--- config.mk ---
export PLATFORM = sky130hd
export DESIGN_NAME = dgr_front
export DESIGN_NICKNAME = d
export VERILOG_FILES = /design/src/sv/dgr_pkg.sv /design/src/sv/dgr_front.sv
export SDC_FILE = /design/constraint.sdc
export NUM_CORES = 1
export LEC_CHECK = 0
export ABC_CLOCK_PERIOD_IN_PS = 20700
export BUFFER_PORTS_ARGS = -buffer_cell sky130_fd_sc_hd__buf_2
export CORE_MARGIN = 2
export CORE_UTILIZATION = 30
export DETAILED_ROUTE_END_ITERATION = 6
export MAX_ROUTING_LAYER = met4
export PLACE_DENSITY = 0.45
export SKIP_CTS_REPAIR_TIMING = 1
export SYNTH_ARGS = -nofsm -noshare
export SYNTH_HDL_FRONTEND = slang
export SYNTH_SLANG_ARGS = --single-unit
--- constraint.sdc ---
create_clock -name clock -period 20.7 [get_ports clock]
set_input_delay 4.14 -clock clock [delete_from_list [all_inputs] [get_ports clock]]
set_output_delay 4.14 -clock clock [all_outputs]
set_load 0.005 [all_outputs]
--- src/sv/dgr_pkg.sv ---
// ----------------------------------------------------------------------------
// dgr_pkg
// Shared types, constants and helpers of the distortion grid remap generator.
// ----------------------------------------------------------------------------
package dgr_pkg;

   localparam int GRID_SIZE           = 64;
   localparam int GRID_BITS           = $clog2(GRID_SIZE);
   localparam int MAX_DIMENSION       = 1024;
   localparam int DIM_BITS            = $clog2(MAX_DIMENSION);
   localparam int CFG_BITS            = DIM_BITS + 1;
   localparam int ENTRY_FRACTION_BITS = 16;
   localparam int ENTRY_BITS          = ENTRY_FRACTION_BITS + 2;
   localparam int COORD_FRACTION_BITS = 6;
   localparam int OUT_BITS            = 16;
   localparam int T_BITS              = 16;
   localparam int NUM_BITS            = DIM_BITS + GRID_BITS;
   localparam int QUOT_BITS           = GRID_BITS + T_BITS;
   localparam int BANK_ADDR_BITS      = 2 * (GRID_BITS - 1);
   localparam int BANK_DEPTH          = 1 << BANK_ADDR_BITS;
   localparam int QUEUE_DEPTH         = 4;
   localparam int QUEUE_PTR_BITS      = $clog2(QUEUE_DEPTH);

   typedef enum logic {
      OP_LOAD  = 1'b0,
      OP_PIXEL = 1'b1
   } dgr_op_type;

   typedef enum logic {
      CSR_IMAGE_WIDTH  = 1'b0,
      CSR_IMAGE_HEIGHT = 1'b1
   } dgr_csr_type;

   // queue entry from front to back
   typedef struct packed {
      dgr_op_type                    op;
      logic [GRID_BITS-1:0]          row;
      logic [GRID_BITS-1:0]          col;
      logic signed [ENTRY_BITS-1:0]  ex;
      logic signed [ENTRY_BITS-1:0]  ey;
      logic [NUM_BITS-1:0]           num_x;
      logic [DIM_BITS-1:0]           den_x;
      logic [NUM_BITS-1:0]           num_y;
      logic [DIM_BITS-1:0]           den_y;
   } dgr_item_type;

   // part of an item that rides along the divider
   typedef struct packed {
      dgr_op_type                    op;
      logic [GRID_BITS-1:0]          row;
      logic [GRID_BITS-1:0]          col;
      logic signed [ENTRY_BITS-1:0]  ex;
      logic signed [ENTRY_BITS-1:0]  ey;
   } dgr_tag_type;

   typedef struct packed {
      logic empty;
      logic full;
   } dgr_queue_status_type;

   // clamped size minus one
   function automatic logic [DIM_BITS-1:0] size_m1(input logic [CFG_BITS-1:0] v);
      logic [DIM_BITS-1:0] r;
      if (v <= CFG_BITS'(1)) begin
         r = '0;
      end else if (v > CFG_BITS'(MAX_DIMENSION)) begin
         r = DIM_BITS'(MAX_DIMENSION - 1);
      end else begin
         r = DIM_BITS'(v - CFG_BITS'(1));
      end
      return r;
   endfunction

endpackage

--- src/sv/dgr_front.sv ---
// ----------------------------------------------------------------------------
// dgr_front
// Takes request items, clamps the pixel and forms the dividends, and holds
// them in a short queue for the back end.
// ----------------------------------------------------------------------------
module dgr_front
   import dgr_pkg::*;
(
   input  logic                         clock,
   input  logic                         reset,
   input  logic                         req_valid,
   output logic                         req_ready,
   input  logic                         req_opcode,
   input  logic [GRID_BITS-1:0]         req_grid_row,
   input  logic [GRID_BITS-1:0]         req_grid_col,
   input  logic signed [ENTRY_BITS-1:0] req_entry_x,
   input  logic signed [ENTRY_BITS-1:0] req_entry_y,
   input  logic [DIM_BITS-1:0]          req_pixel_x,
   input  logic [DIM_BITS-1:0]          req_pixel_y,
   input  logic [DIM_BITS-1:0]          width_m1,
   input  logic [DIM_BITS-1:0]          height_m1,
   input  logic                         pop,
   output dgr_item_type                 head,
   output dgr_queue_status_type         status
);

   dgr_item_type              queue_ff [QUEUE_DEPTH];
   logic [QUEUE_PTR_BITS-1:0] wr_ptr_ff, wr_ptr_in;
   logic [QUEUE_PTR_BITS-1:0] rd_ptr_ff, rd_ptr_in;
   logic [QUEUE_PTR_BITS:0]   count_ff, count_in;
   logic                      push;
   logic [DIM_BITS-1:0]       px_clamped, py_clamped, pos_y;
   dgr_item_type              item;

   assign status.empty = (count_ff == '0);
   assign status.full  = (count_ff == (QUEUE_PTR_BITS+1)'(QUEUE_DEPTH));
   assign req_ready    = !status.full;
   assign push         = req_valid && req_ready;
   assign head         = queue_ff[rd_ptr_ff];

   always_comb begin
      px_clamped = (req_pixel_x > width_m1) ? width_m1 : req_pixel_x;
      py_clamped = (req_pixel_y > height_m1) ? height_m1 : req_pixel_y;
      pos_y      = height_m1 - py_clamped;
      item.op    = dgr_op_type'(req_opcode);
      item.row   = req_grid_row;
      item.col   = req_grid_col;
      item.ex    = req_entry_x;
      item.ey    = req_entry_y;
      item.num_x = NUM_BITS'(GRID_SIZE - 1) * NUM_BITS'(px_clamped);
      item.den_x = width_m1;
      item.num_y = NUM_BITS'(GRID_SIZE - 2) * NUM_BITS'(pos_y);
      item.den_y = height_m1;
   end

   always_comb begin
      wr_ptr_in = push ? wr_ptr_ff + 1'b1 : wr_ptr_ff;
      rd_ptr_in = pop ? rd_ptr_ff + 1'b1 : rd_ptr_ff;
      count_in  = count_ff + (QUEUE_PTR_BITS+1)'(push) - (QUEUE_PTR_BITS+1)'(pop);
   end

   always_ff @(posedge clock) begin
      if (reset) begin
         wr_ptr_ff <= '0;
         rd_ptr_ff <= '0;
         count_ff  <= '0;
      end else begin
         wr_ptr_ff <= wr_ptr_in;
         rd_ptr_ff <= rd_ptr_in;
         count_ff  <= count_in;
      end
   end

   always_ff @(posedge clock) begin
      if (push) begin
         queue_ff[wr_ptr_ff] <= item;
      end
   end

endmodule

==> reports/results.tsv <==
metric	value	unit
die span in x	252	microns
Critical path buffers and inverters	6	
Critical Path AT	10740	ps
fmax	95.7	MHz
share of flip-flops with an asynchronous set or reset	0	%
Syn. warnings	0	
Max IR drop VDD	0.145	mV
synthesis-stage register bit count	409	
number of max-cap violations	0	
I/O pin cnt	197	
vias in the first global route	9995	
Core Region	60600	sq um
setup violators final	0	
Worst Path Required	21000	ps
H-tree levels	2	
Synth Cell Area	18400	sq um
first-pass iteration count of the detailed router	4	
number of flops mapped to enable cells by yosys	400	
Post-Synthesis Cells	980	
Seq/Total Area, Yosys	66.2	%
r2r startpoint	count_ff[1]$_SDFF_PP0_	
Startpoint Class	primary input	
Die Span Y	252	microns
first-pass GRT wire length	60900	microns
Worst-Skew Late Latency	570	ps
Pint	2.52	mW
Logic pwr share	42.1	%
Seq pwr share	36.6	%
CP peak stage delay	820	ps
sw frac	34.5	%
clock share of power	21.3	%
global route total overflow	0	
syn_area_per_cell	18.8	sq um
Post-Syn Nets	1202	
post-layout util	36.2	%
Num CTS Buffers	48	
RR Endpoint	queue_ff[3][2]$_DFFE_PP_	
HP Start	wr_ptr_ff[1]$_SDFFE_PP0P_	
Total Routing Usage GR	13.0	%
via count	9249	
CTS tree	yes	
Core Rows	90	
Die ar.	63400	sq um
Hold EP	wr_ptr_ff[1]$_SDFFE_PP0P_	
WL final	39400	microns
leading cell types in the layout, fill and taps excluded	400 x edfxtp_1, 195 x buf_2, 100 x mux4_2	
Fin Clk Skew	23.8	ps
crit path launch	height_m1[8]	
number of nets with antenna violations after routing	0	
total clock sinks	409	
static leakage	8.00	nW
routed len/inst	19.4	microns
Setup TNS Final	0	ps
Tmin final	10450	ps
worst r2r path cells	4	
fin crit share	50.5	%
relative slew slack	31.7	%
largest net degree at the start of global routing	58	
final hold violation count	0	
Synth area leaders	edfxtp_1 65%, mux4_2 12%, ha_1 6.0%, fa_1 4.5%, inv_1 1.9%	
CTS max path bufs	3	
critical path fanouts, max	11	
layout cells sized above 1	31.5	%
cell depth of the worst hold path	2	
diode count	0	
ys flop type	edfxtp_1	
Via density	4.56	
CP Capture Type	flip-flop	
reg2reg setup slack	17860	ps
DRC	0	
root buffer cell	clkbuf_16	
antenna violations before repair	0	
RSZ-0062 raised after global routing	no	
P&R area growth vs syn	18.9	%
status	complete, no violations	
DR iter-0 viols	361	
Worst-Margin Slew	1020	ps
most common cell after layout, fill and taps aside	edfxtp_1	
Post-layout nets	1432	
Unique masters post-synth	42	
pins over their slew limit	0	
Placer Congestion	0.749	
hpwl dp	25400	microns
Worst path slowest cell	a2111oi_0	
CP top delay family	compound AO/OA/AOI/OAI gates	
pwr dens	176	nW/um^2
Starting Density	30.4	%
Yosys top cell area share	65.2	%
post-synth top area cell	edfxtp_1	
Crit Path Class	primary input to flip-flop	
hold slack	504	ps
net switching power figure	1.33	mW
input/output buffers	195	
Worst Hold Class	flip-flop to flip-flop	
Reg clk slew, reported paths	60	ps
flip-flops by register name, summed over array words and instances (netlist names), named ones only:
| signal | flops |
|---|---|
| count_ff | 3 |
| queue_ff | 400 |
| rd_ptr_ff | 2 |
| wr_ptr_ff | 2 |
through the flow:
step | instances | setup WS [ps] | total power [mW] | instance area (sq um)
after global placement | 1942 | 9770 | 3.06 | 20400
after global routing | 2027 | 9840 | 4.17 | 21900
after floorplan | 980 | 10670 | 2.60 | 18400
final | 2027 | 10250 | 3.85 | 21900
after CTS | 2027 | 10220 | 3.93 | 21900
after detailed placement | 1942 | 9610 | 3.08 | 20400
final cells by class:
| cell class | instances | area (sq um) |
|---|---|---|
| fillers | 5722 | 38700 |
| flip-flops and latches | 409 | 12200 |
| multi-input cells | 450 | 5770 |
| clock buffers | 55 | 1250 |
| repair buffers | 206 | 1060 |
| well taps | 782 | 978 |
| inverters | 95 | 357 |
| clock inverters | 30 | 290 |
worst max path at each step:
stage,slack (ps),cells past startpoint,to
floorplan,10670,26,queue_ff[0][24]$_DFFE_PP_
global placement,9770,27,queue_ff[0][24]$_DFFE_PP_
detailed placement,9610,26,queue_ff[1][24]$_DFFE_PP_
CTS,10220,26,queue_ff[1][24]$_DFFE_PP_
global route,9840,27,queue_ff[0][24]$_DFFE_PP_
finish,10250,26,queue_ff[1][24]$_DFFE_PP_
per-layer routing:
layer | wire length [microns] | track usage [%] | up-vias | part of all wire, %
met5 | 0 | - | - | 0
met4 | 686 | 3.16 | 0 | 1.7
met3 | 1840 | 2.74 | 53 | 4.7
met2 | 18900 | 20.7 | 177 | 48
met1 | 18000 | 17.0 | 4738 | 46
li1 | - | - | 4281 | -
power by group through the flow:
stage / registers (mW) / logic [mW] / clock network [mW]
2_1_floorplan: 1.42 / 1.18 / 0
3_3_place_gp: 1.42 / 1.63 / 0
3_5_place_dp: 1.43 / 1.65 / 0
4_1_cts: 1.41 / 1.66 / 0.851
5_1_grt: 1.42 / 1.87 / 0.881
6_report: 1.41 / 1.62 / 0.821
worst register-to-register path, delay by kind of cell, from the launching register on:
kind / cells / cell delay, ps
buffers and inverters: 1 / 780
AND/OR/NAND/NOR: 3 / 1210
flip-flops: 1 / 420
cell families (layout without fill, tap and decap cells):
family	after synthesis	in the layout	share of synthesized area, %
flops	409	409	66.2
fa+ha+maj	131	131	10.5
mux	123	123	13.5
buf+inv	121	386	2.58
compound gates	90	90	3.15
simple gates	55	55	1.50
xor+xnor	50	50	2.50
other cells	1	1	0.0204
synth_stat cells, types with 2 or more instances:
cell,instances
dfxtp_1,9
xor2_2,2
a21o_1,16
nor2_1,13
a31o_2,2
buf_1,2
ha_1,88
nor2b_1,4
edfxtp_1,400
o21bai_1,8
and3_1,4
nor4_1,2
fa_1,41
clkbuf_1,11
xor2_1,14
nand4_1,7
nor3_1,2
mux2i_1,17
mux4_2,100
a2111oi_0,2
nand2_1,13
mux2_2,6
nand2b_1,9
a21oi_1,34
buf_2,11
xnor2_1,33
o21a_1,3
inv_1,94
o21ai_0,18
buf_4,2
maj3_1,2
Note: power is estimated with default switching activity, not from simulation.
